**config.mk**
```make
export PLATFORM = sky130hd
export DESIGN_NAME = rtp_phc_eval
export DESIGN_NICKNAME = d
export VERILOG_FILES = /design/src/hdl/rtp_phc_pkg.sv /design/src/hdl/rtp_phc_eval.sv
export SDC_FILE = /design/constraint.sdc
export NUM_CORES = 1
export LEC_CHECK = 0
export BUFFER_PORTS_ARGS = -buffer_cell sky130_fd_sc_hd__clkbuf_2
export CAP_MARGIN = 10
export CORE_ASPECT_RATIO = 1.4
export CORE_MARGIN = 10
export CORE_UTILIZATION = 41
export DETAILED_ROUTE_END_ITERATION = 8
export PLACE_DENSITY_LB_ADDON = 0.25
export SLEW_MARGIN = 20
export SYNTH_ARGS = -nofsm -noshare
export SYNTH_HDL_FRONTEND = slang
export SYNTH_SLANG_ARGS = --single-unit
```
**constraint.sdc**
```tcl
create_clock -name clock -period 10.05 [get_ports clock]
set_input_delay 3.015 -clock clock [delete_from_list [all_inputs] [get_ports clock]]
set_output_delay 3.015 -clock clock [all_outputs]
set_load 0.005 [all_outputs]
```
**src/hdl/rtp_phc_pkg.sv**
```systemverilog
// types, codes and constants of the rtp packet header checker
package rtp_phc_pkg;

   localparam int unsigned HdrFixed   = 12;
   localparam int unsigned WordBytes  = 4;
   localparam int unsigned OffsetBits = 19;
   localparam int unsigned PtBits     = 7;
   localparam int unsigned ReqBits    = 96;
   localparam int unsigned RspBits    = 80;
   localparam int unsigned CsrBits    = 64;

   typedef enum logic [2:0] {
      ST_OK        = 3'd0,
      ST_SHORT     = 3'd1,
      ST_DUPLICATE = 3'd2,
      ST_PADDING   = 3'd3,
      ST_TRUNC_EXT = 3'd4,
      ST_NO_DEC    = 3'd5,
      ST_HDR_LONG  = 3'd6
   } status_type;

   typedef enum logic [1:0] {
      FA_NONE   = 2'd0,
      FA_FINISH = 2'd1,
      FA_CANCEL = 2'd2
   } action_type;

   typedef enum logic {
      CSR_PT_LOW  = 1'b0,
      CSR_PT_HIGH = 1'b1
   } csr_index_type;

   typedef struct packed {
      logic [15:0] packet_length;
      logic [15:0] ext_length;
      logic [31:0] rtp_time;
      logic [31:0] header_word;
   } item_type;

   typedef struct packed {
      action_type            frame_action;
      logic [31:0]           time_out;
      logic [15:0]           seq_out;
      logic [PtBits-1:0]     payload_kind;
      logic [OffsetBits-1:0] payload_offset;
      logic                  deliver;
      status_type            status;
   } result_type;

   typedef struct packed {
      logic [CsrBits-1:0] pt_low;
      logic [CsrBits-1:0] pt_high;
   } pt_map_type;

endpackage

```
**src/hdl/rtp_phc_eval.sv**
```systemverilog
// header checks, sequence tracking and frame state for one item per cycle while advance is high
module rtp_phc_eval
   import rtp_phc_pkg::*;
(
   input  logic       clock,
   input  logic       reset,
   input  logic       advance,
   input  item_type   item,
   input  pt_map_type pt_map,
   output result_type result
);

   logic        seen_first_ff, seen_first_in;
   logic [15:0] prev_seq_ff,   prev_seq_in;
   logic        frame_ok_ff,   frame_ok_in;

   logic [15:0]           seq;
   logic [PtBits-1:0]     pt;
   logic                  marker, xbit, pbit;
   logic [3:0]            cc;
   logic [15:0]           len;
   logic [15:0]           prev_eff;
   logic [15:0]           delta;
   logic                  too_short, dup, trunc, passed;
   logic [6:0]            hbase;
   logic [OffsetBits-1:0] hsize;
   logic                  pt_ok, fok_mid, hdr_long, handle;

   always_comb begin
      seq    = item.header_word[15:0];
      pt     = item.header_word[22:16];
      marker = item.header_word[23];
      cc     = item.header_word[27:24];
      xbit   = item.header_word[28];
      pbit   = item.header_word[29];
      len    = item.packet_length;

      too_short = len < 16'(HdrFixed);
      // first packet primes the previous number so it is never a gap
      prev_eff  = seen_first_ff ? prev_seq_ff : seq - 16'd1;
      delta     = seq - prev_eff;
      dup       = delta == 16'd0;

      hbase = 7'(HdrFixed) + {cc, 2'b00};
      trunc = xbit && ({1'b0, len} < ({10'd0, hbase} + 17'(WordBytes)));
      hsize = xbit ? OffsetBits'(hbase) + OffsetBits'(WordBytes)
                     + {1'b0, item.ext_length, 2'b00}
                   : OffsetBits'(hbase);

      passed   = !too_short && !dup && !pbit && !trunc;
      pt_ok    = pt[PtBits-1] ? pt_map.pt_high[pt[5:0]] : pt_map.pt_low[pt[5:0]];
      fok_mid  = frame_ok_ff && (delta == 16'd1);
      hdr_long = fok_mid && (hsize >= {3'd0, len});
      handle   = passed && pt_ok && !hdr_long;

      result.seq_out        = seq;
      result.payload_kind   = pt;
      result.payload_offset = passed ? hsize : '0;
      result.deliver        = passed && pt_ok && fok_mid && !hdr_long;
      result.time_out       = result.deliver ? item.rtp_time : '0;
      result.frame_action   = FA_NONE;
      if (handle && marker) begin
         result.frame_action = fok_mid ? FA_FINISH : FA_CANCEL;
      end

      if (too_short) begin
         result.status = ST_SHORT;
      end else if (dup) begin
         result.status = ST_DUPLICATE;
      end else if (pbit) begin
         result.status = ST_PADDING;
      end else if (trunc) begin
         result.status = ST_TRUNC_EXT;
      end else if (!pt_ok) begin
         result.status = ST_NO_DEC;
      end else if (hdr_long) begin
         result.status = ST_HDR_LONG;
      end else begin
         result.status = ST_OK;
      end

      seen_first_in = seen_first_ff;
      prev_seq_in   = prev_seq_ff;
      frame_ok_in   = frame_ok_ff;
      if (advance && !too_short) begin
         seen_first_in = 1'b1;
         prev_seq_in   = passed ? seq : prev_eff;
         if (passed) begin
            frame_ok_in = (handle && marker) ? 1'b1 : fok_mid;
         end
      end
   end

   always_ff @(posedge clock) begin
      if (reset) begin
         seen_first_ff <= 1'b0;
         prev_seq_ff   <= '0;
         frame_ok_ff   <= 1'b1;
      end else begin
         seen_first_ff <= seen_first_in;
         prev_seq_ff   <= prev_seq_in;
         frame_ok_ff   <= frame_ok_in;
      end
   end

endmodule

```
==> results of run 1 <==
-- worst paths after layout --
| path | from | endpoint | slack (ps) |
|---|---|---|---|
| setup / recovery | item[25] | result[66] | -130 |
| hold / removal | prev_seq_ff[2]$_SDFFE_PP0P_ | prev_seq_ff[2]$_SDFFE_PP0P_ | 500 |
| setup reg to reg | seen_first_ff$_SDFFE_PP0P_ | prev_seq_ff[10]$_SDFFE_PP0P_ | 5690 |
| hold reg to reg | prev_seq_ff[2]$_SDFFE_PP0P_ | prev_seq_ff[2]$_SDFFE_PP0P_ | 500 |
-- cell families (layout without fill, tap and decap cells) --
logic type               Yosys count  after routing  synth area share [%]
other                              2              3                 0.150
buffers and inverters             96            417                  10.1
adder cells (fa/ha/maj)           48             48                  12.3
AO/OA/AOI/OAI                    134            134                  18.2
multiplexers                      54             54                  19.1
XOR/XNOR                          35             35                  6.14
AND/OR/NAND/NOR                  253            253                  26.8
flip-flops                        18             18                  7.21
-- timing repair --
item | in CTS | in global routing
setup buffers | 13 | 3
endpoints found under the setup margin | 38 | 51
gates cloned | 3 | 1
hold buffers | 0 | 0
resized for setup | 37 | 116
pin swaps | 20 | 48
-- area by class of cell --
| type | count | area share, % |
|---|---|---|
| repair buffers | 376 | 30.8 |
| clock buffers | 4 | 1.17 |
| inverters | 37 | 1.89 |
| multi-input cells | 527 | 59.0 |
| flip-flops and latches | 18 | 4.73 |
| well taps | 147 | 2.41 |
-- flip-flops by register name, indices dropped and copies added, names as in the netlist --
| register | cells |
|---|---|
| seen_first_ff | 1 |
| frame_ok_ff | 1 |
| prev_seq_ff | 16 |
-- report_power, final --
group	switching [mW]	leakage, nW	internal [mW]
clock	0.0316	0.0442	0.0608
sequential	0.00321	0.149	0.0769
combinational	0.176	3.58	0.186
-- through the flow --
step / hold WS (ps) / setup slack, ps / cell area (µm²) / cells / utilization, %
after floorplan: 465 / 118 / 5000 / 641 / -
after global placement: 484 / -170 / 6790 / 1089 / 57.1
after detailed placement: 492 / -232 / 6790 / 1089 / 57.1
after CTS: 501 / -78.7 / 7200 / 1109 / 60.6
after global routing: 529 / -292 / 7620 / 1109 / 64.2
final: 497 / -133 / 7620 / 1109 / 64.2
-- critical path, delay by kind of cell --
family / cells / cell delay [ps]
adder cells (fa/ha/maj): 4 / 900
AO/OA/AOI/OAI: 8 / 1410
AND/OR/NAND/NOR: 6 / 1030
buffers and inverters: 6 / 660
XOR/XNOR: 1 / 160
-- per-layer routing --
layer | global-route usage (%) | part of all wire (%) | up-vias
li1 | - | - | 2944
met1 | 24.4 | 36 | 2872
met2 | 40.7 | 55 | 220
met3 | 5.42 | 6.6 | 29
met4 | 5.92 | 2.1 | 0
met5 | 0 | 0 | -
-- cell usage in the layout, fill, tap and decap left out, types with 10 or more instances in the layout --
cell type  netlist  final
dfxtp_1         18     18
nand2b_1        11     10
mux2_2          10     10
a21oi_1         38     30
mux2i_1         12     12
nand2_1         52     51
buf_4           29     67
inv_1           37     33
xnor2_1         19     18
nor2_1          55     54
a21o_1          10     10
ha_1            46     39
mux4_2          32     32
buf_6            4     35
a311oi_1        12     12
o21ai_0         21     17
and2_4           0     31
or2_1           11     11
xor2_1          16     15
clkbuf_2         0    264
nor2b_1         17     16
and2_1          52     21
==> summary.txt, run 1 <==
Area growth from synthesis to layout: 52.6%
Initial core utilization: 42.0%
Worst-path fanout max: 4
Wire per inst: 19.0 µm
Seq. cell area: 360 µm²
Clk sinks: 18
Drt pass-1 iters: 5
TritonCTS Buffers: 3
Final setup vio count: 33
Crit path DAT: 7170 ps
Clock transition at path regs: 60 ps
Share of cells above drive strength 1: 52.2%
Worst-margin pin slew: 688 ps
Clock Skew: 5.65 ps
Relative slew slack: 53.4%
Largest net degree at the start of global routing: 36
Worst setup EP type: output port
Leak: 3.78 nW
H-tree depth: 1
Post-route DRC: 0
Hold path depth: 2
Fill count: 1084
WP data required: 7040 ps
Root Driver: clkbuf_16
Antenna cell count: 0
Cell area power density: 70.1 nW/µm²
Setup ws final: -133 ps
Worst vdd ir: 48.7 µV
#FFs+latches synth: 18
Total power: 0.535 mW
DRT antenna net count: 0
Sequential area share after synthesis: 7.21%
Via count: 6065
GP Congestion: 0.867
Final slew viol count: 0
Vias in the first global route: 6267
Post-synthesis cell count: 640
Die ar.: 17100 µm²
Yosys top cell by area: mux4_2
Dpl hpwl: 17.1 mm
CP max stage cell: or3_4
Outcome: finished, violations left
Synth top area cells: mux4_2, ha_1, dfxtp_1
Post-DR vias/cell: 5.47
Mapped Avg Cell Area: 7.80 µm²
RSZ-0062 raised after global routing: yes
CTS tree: built
Hold WC Path Type: flip-flop to flip-flop
Die Ht: 151 µm
Fin. Hold Viols: 0
Antenna violations before repair: 0
First-pass GRT wire length: 31.2 mm
Core Footprint: 11900 µm²
Top FF cell, synth: dfxtp_1
Number of synthesis warnings: 0
Max_cap viols: 0
Synth async-reset ratio: 0%
Final worst path period share: 101%
Clock Latency Late Sink: 260 ps
Post-synth top cells: nor2_1, and2_1, nand2_1
Initial DRC count: 260
Multi-input gate area: 4500 µm²
Setup crit start kind: primary input
Layout net count: 1238
Mapped Area: 4990 µm²
Path depth of the worst reg2reg path: 15
Count leader, synth: nor2_1
Horiz. Die Dim: 113 µm
I/O Buffers: 302
Gr ovfl total: 0
Number of flops mapped to enable cells by yosys: 0
Fmax: 98.2 MHz
GR Util All Layers: 22.1%
Cell variety after synth: 66
Num ports: 307
Failing checks: negative setup slack
Longest Clk Path Bufs: 2
Synth top area share: 14.4%
Critical path's largest stage delay: 410 ps
Setup tns final: -3570 ps
Setup CP Type: primary input to output port
Cell mode on critical path: ha_4
Post-Route WL: 21.0 mm
# rows: 47
Crit path time final: 10180 ps
Power figures use the tool's default switching activity.
==> run 2, diff against run 1 <==
--- a/config.mk
+++ b/config.mk
@@ -10,6 +10,7 @@
 export CORE_ASPECT_RATIO = 1.4
 export CORE_MARGIN = 10
 export CORE_UTILIZATION = 41
+export CTS_BUF_LIST = sky130_fd_sc_hd__clkbuf_8
 export DETAILED_ROUTE_END_ITERATION = 8
 export PLACE_DENSITY_LB_ADDON = 0.25
 export SLEW_MARGIN = 20
==> run 2 against run 1 <==
The run still ends with negative setup slack left. Via count is essentially flat. First-iteration DRC count unchanged. Maximum frequency about the same. Clock skew grew 3.8 ps. Power shrank 5.1%. Flip-flop and latch count stayed put. Routed wire length increased by 0.14%. Clock power down 30%. Hold slack better by 4.4 ps. Sequential power about the same. Die area stayed put. Worst setup slack better by 3.5 ps.
==> summary.txt, run 2 (same netlist as run 1, synthesis figures left out) <==
RSZ-0062 raised after global routing: yes
Root Driver: clkbuf_8
Worst R2R Setup Slack: 5700 ps
Met3 track demand over resource: 5.42%
Fill count: 1092
TritonCTS Buffers: 3
I/O Buffers: 302
Clk sinks: 18
Failing checks: negative setup slack
Initial DRC count: 260
Hold path depth: 2
Register share of total power: 15.8%
Non-Filler Instances: 1109
Hold WC Path Type: flip-flop to flip-flop
Cell-internal power: 0.297 mW
Met2 Track Usage GR: 40.7%
Die ar.: 17100 µm²
Worst setup EP type: output port
Fmax: 98.2 MHz
Antenna violations before repair: 0
Post-route DRC: 0
First-pass GRT wire length: 31.1 mm
Clock transition at path regs: 90 ps
# rows: 47
Longest Clk Path Bufs: 2
Outcome: finished, violations left
Wire per inst: 19.0 µm
Final setup vio count: 33
Setup ws final: -130 ps
Core Footprint: 11900 µm²
Largest net degree at the start of global routing: 36
Post-Route WL: 21.1 mm
Initial core utilization: 42.0%
Most frequent cells in the layout: clkbuf_2, buf_4, nor2_1
R2R Path End: prev_seq_ff[10]$_SDFFE_PP0P_
Share of cells above drive strength 1: 52.2%
Drt pass-1 iters: 5
Seq. cell area: 360 µm²
Dpl hpwl: 17.1 mm
Final slew viol count: 0
Leak: 3.76 nW
Die Ht: 151 µm
Most flops, register: prev_seq_ff
Fin. Hold Viols: 0
Worst-margin pin slew: 695 ps
Biggest regs: prev_seq_ff: 16 flops, frame_ok_ff: 1 flops, seen_first_ff: 1 flops
Area growth from synthesis to layout: 51.9%
Gr ovfl total: 0
WP data required: 7040 ps
Max_cap viols: 0
Vias in the first global route: 6253
Antenna cell count: 0
Placed Cells: 1089
Hold endpoint: prev_seq_ff[2]$_SDFFE_PP0P_
Post-DR vias/cell: 5.47
Path depth of the worst reg2reg path: 15
Layout net count: 1238
Cell area power density: 66.8 nW/µm²
CTS tree: built
Worst-path fanout max: 4
Crit path time final: 10180 ps
Sw Share: 41.4%
Clock Skew: 9.43 ps
GR Util All Layers: 22.0%
Min-Delay Startpoint: prev_seq_ff[2]$_SDFFE_PP0P_
Grt peak-use layer: met2
Clk pwr share: 12.8%
Setup tns final: -3450 ps
Via count: 6070
Flip-flop count of the largest register after layout: 16
Commonest non-fill, non-tap cell in the layout: clkbuf_2
Setup crit start kind: primary input
Setup WS pre-CTS: -232 ps
Setup CP Type: primary input to output port
Global routing met1 resource utilization: 24.3%
Worst Hold Slack: 501 ps
Relative slew slack: 52.9%
Reg-to-Reg Start: seen_first_ff$_SDFFE_PP0P_
Clock Latency Late Sink: 270 ps
Comb power frac: 71.4%
DRT antenna net count: 0
Final worst path period share: 101%
Worst vdd ir: 41.2 µV
Finished Core Util: 63.9%
Horiz. Die Dim: 113 µm
Num ports: 307
H-tree depth: 1
CTS Hold Bufs: 0
Multi-input gate area: 4500 µm²
P_sw: 0.210 mW
GP Congestion: 0.867
Crit path DAT: 7160 ps
-- run 2: layout make-up --
class                      count  share of cell area, %
inverter                      37                   1.90
timing repair buffer         376                   30.9
tap                          147                   2.42
multi-input combinational    527                   59.3
sequential                    18                   4.75
clock buffer                   4                  0.725
-- run 2: worst max-delay path, stage by stage --
cell,delay (ps)
buf_8,100
inv_4,50
ha_4,170
xor2_4,160
inv_2,70
ha_4,260
ha_4,250
a21o_1,110
a21oi_2,60
nand2b_4,140
a211o_1,290
or3_4,410
a21boi_4,190
ha_4,220
a21o_1,160
a21oi_2,130
nor2b_1,50
o21ai_1,120
nand2_1,60
a211o_1,340
nor4_4,240
buf_4,200
clkbuf_16,150
and2_4,130
buf_6,90
-- run 2: routing by layer --
layer,routed length [µm],up-vias
met5,0,-
met4,443,0
met3,1440,28
met2,11600,228
met1,7610,2870
li1,-,2944
-- run 2: per-stage QoR --
step	power, mW	cell area [µm²]
2_1_floorplan	0.287	5000
3_3_place_gp	0.406	6790
3_5_place_dp	0.411	6790
4_1_cts	0.491	7170
5_1_grt	0.550	7590
6_report	0.507	7590
-- run 2: power by group through the flow --
stage          combinational, mW  clock [mW]  sequential [mW]
2_1_floorplan              0.206           0           0.0806
3_3_place_gp               0.325           0           0.0813
3_5_place_dp               0.330           0           0.0813
4_1_cts                    0.345      0.0658           0.0798
5_1_grt                    0.401      0.0683           0.0805
6_report                   0.362      0.0651           0.0799
-- run 2: worst max path at each step --
| stage | from | end | depth (start not counted) |
|---|---|---|---|
| finish | item[25] | result[66] | 25 |
| global route | item[24] | result[66] | 24 |
| CTS | item[24] | result[72] | 26 |
| detailed placement | item[24] | result[72] | 24 |
| global placement | item[4] | result[0] | 19 |
| floorplan | item[24] | result[69] | 22 |
-- run 2: repair_timing --
action	4_1_cts	5_1_grt
endpoints found under the hold margin	0	0
gates resized for setup	37	116
cloned	3	1
pin swaps	20	48
endpoints found under the setup margin	38	51
setup buffers	13	3
==> run 3, diff against run 2 <==
--- a/config.mk
+++ b/config.mk
@@ -12,7 +12,7 @@
 export CORE_UTILIZATION = 41
 export CTS_BUF_LIST = sky130_fd_sc_hd__clkbuf_8
 export DETAILED_ROUTE_END_ITERATION = 8
-export PLACE_DENSITY_LB_ADDON = 0.25
+export PLACE_DENSITY = 0.82
 export SLEW_MARGIN = 20
 export SYNTH_ARGS = -nofsm -noshare
 export SYNTH_HDL_FRONTEND = slang
==> constraint.sdc (replaced) <==
create_clock -name clock -period 8.8 [get_ports clock]
set_input_delay 2.64 -clock clock [delete_from_list [all_inputs] [get_ports clock]]
set_output_delay 2.64 -clock clock [all_outputs]
set_load 0.005 [all_outputs]
==> run 3 against run 2 <==
The run still ends with negative setup slack left. Worst setup slack worse by 610 ps. Non-clock buffer count increased by 39. Routed wire length rose by 12%. Cell count increased by 3.6%. Via count rose by 8.5%. Clock-buffer cell count unchanged. Combinational power grew 27%. Sequential power increased by 15%. Utilization grew 3.2 points. Clock skew is 4.7 ps higher. Critical path type unchanged. Largest cell class unchanged. Largest power group unchanged.
==> summary.txt, run 3 (same netlist as run 1, synthesis figures left out) <==
Top cell family by delay on the critical path: compound AO/OA/AOI/OAI gates
Fin. Hold Viols: 0
Failing checks: negative setup slack
Core Footprint: 11900 µm²
I/O Buffers: 302
Antenna violations before repair: 3
CP max stage cell: or3_1
Cell mode on critical path: ha_4
Crit path time final: 9540 ps
Post-DR vias/cell: 5.73
Fill count: 876
Fmax: 105 MHz
Gr ovfl total: 0
Root Driver: clkbuf_8
Final worst path period share: 108%
Total power: 0.630 mW
Biggest regs: prev_seq_ff: 16 flops, frame_ok_ff: 1 flops, seen_first_ff: 1 flops
Drt pass-1 iters: 5
GP Congestion: 0.944
H-tree depth: 1
Die ar.: 17100 µm²
CTS Hold Bufs: 0
Critical path's largest stage delay: 420 ps
Commonest non-fill, non-tap cell in the layout: clkbuf_2
Most frequent cells in the layout: clkbuf_2, buf_4, nor2_1
RSZ-0062 raised after global routing: yes
Share of cells above drive strength 1: 54.7%
Max_cap viols: 0
Crit path DAT: 6900 ps
Met3 track demand over resource: 7.89%
Seq. cell area: 360 µm²
Placed Cells: 1120
Initial core utilization: 42.0%
Setup WS pre-CTS: -752 ps
Wire per inst: 20.5 µm
Longest Clk Path Bufs: 2
Layout net count: 1277
Setup crit start kind: primary input
GR Util All Layers: 23.7%
Initial DRC count: 306
Grt peak-use layer: met2
Leak: 3.99 nW
Post-Route WL: 23.5 mm
Largest net degree at the start of global routing: 36
Flip-flop count of the largest register after layout: 16
Cell area power density: 79.1 nW/µm²
Clock Skew: 14.1 ps
Worst setup EP type: output port
Final setup vio count: 55
Final slew viol count: 0
WP data required: 6160 ps
Area growth from synthesis to layout: 59.6%
Outcome: finished, violations left
Clock transition at path regs: 80 ps
Worst vdd ir: 68.6 µV
Setup ws final: -741 ps
First-pass GRT wire length: 33.3 mm
DRT antenna net count: 0
Non-Filler Instances: 1149
TritonCTS Buffers: 3
# rows: 47
Global routing met1 resource utilization: 21.4%
Die Ht: 151 µm
Horiz. Die Dim: 113 µm
Post-route DRC: 0
Worst-path fanout max: 4
Clock Latency Late Sink: 280 ps
Most flops, register: prev_seq_ff
Vias in the first global route: 6750
Via count: 6584
Hold WC Path Type: flip-flop to flip-flop
Num ports: 307
Met2 Track Usage GR: 47.3%
Dpl hpwl: 18.2 mm
Clk sinks: 18
Setup CP Type: primary input to output port
Multi-input gate area: 4480 µm²
CTS tree: built
Relative slew slack: 44.1%
Worst-margin pin slew: 833 ps
WP buf/inv: 7
[run 3: cell types whose count changed in the layout (fill, tap and decap cells not counted), moves of 3 or more]
cell	change
and2_1	-3
o21ai_0	-3
clkbuf_2	-13
buf_4	+32
and2_4	+3
buf_6	+8
buf_2	+9
a21oi_2	+3
a21oi_1	-3
[run 3: final timing paths]
| check | slack (ps) | startpoint | end | cells after the start |
|---|---|---|---|---|
| max | -740 | item[24] | result[77] | 26 |
| min | 500 | prev_seq_ff[2]$_SDFFE_PP0P_ | prev_seq_ff[2]$_SDFFE_PP0P_ | 2 |
| max reg2reg | 4110 | seen_first_ff$_SDFFE_PP0P_ | prev_seq_ff[10]$_SDFFE_PP0P_ | 19 |
| min reg2reg | 500 | prev_seq_ff[2]$_SDFFE_PP0P_ | prev_seq_ff[2]$_SDFFE_PP0P_ | 2 |
[run 3: cell type report]
type,count,share of cell area (%)
Antenna cell,1,0.0314
Clock buffer,4,0.691
Inverter,37,1.96
Multi-Input combinational cell,527,56.2
Sequential cell,18,4.52
Tap cell,147,2.31
Timing Repair Buffer,415,34.3
[run 3: worst register-to-register path, stage by stage, from the launching register on]
cell      delay (ps)
dfxtp_1          310
buf_4            340
mux2_2           240
ha_1             170
inv_1             60
fa_1             390
a21o_1           230
a31oi_1          320
buf_4            190
o31ai_1           70
a31oi_1          200
mux2_2           350
and3_1           210
a31oi_4          250
buf_6            160
buf_4            100
buf_4             90
buf_4            280
mux2_2           380
a211oi_1         250
[run 3: through the flow]
step / util (%) / instance area, µm² / setup TNS [ps] / hold slack, ps
3_5_place_dp: 60.2 / 7150 / -30670 / 490
6_report: 67.1 / 7970 / -27590 / 502
3_3_place_gp: 60.2 / 7150 / -25950 / 480
5_1_grt: 67.1 / 7970 / -38580 / 536
4_1_cts: 63.5 / 7540 / -22980 / 503
2_1_floorplan: - / 5130 / -6660 / 465
[run 3: per-layer routing]
layer,vias to the layer above,routed length [µm]
met4,4,884
met5,-,27
met3,81,2250
li1,3015,-
met2,397,12800
met1,3087,7620
[run 3: what timing repair did]
item	4_1_cts	5_1_grt
setup endpoints to repair	55	55
gates cloned	3	1
endpoints found under the hold margin	0	0
resized for setup	36	103
pin swaps	22	33
setup buffers	14	10
[run 3: report_power, final]
group,leakage [nW],switching [mW],internal [mW]
logic,3.81,0.219,0.242
clock network,0.0288,0.0370,0.0400
registers,0.149,0.00404,0.0876
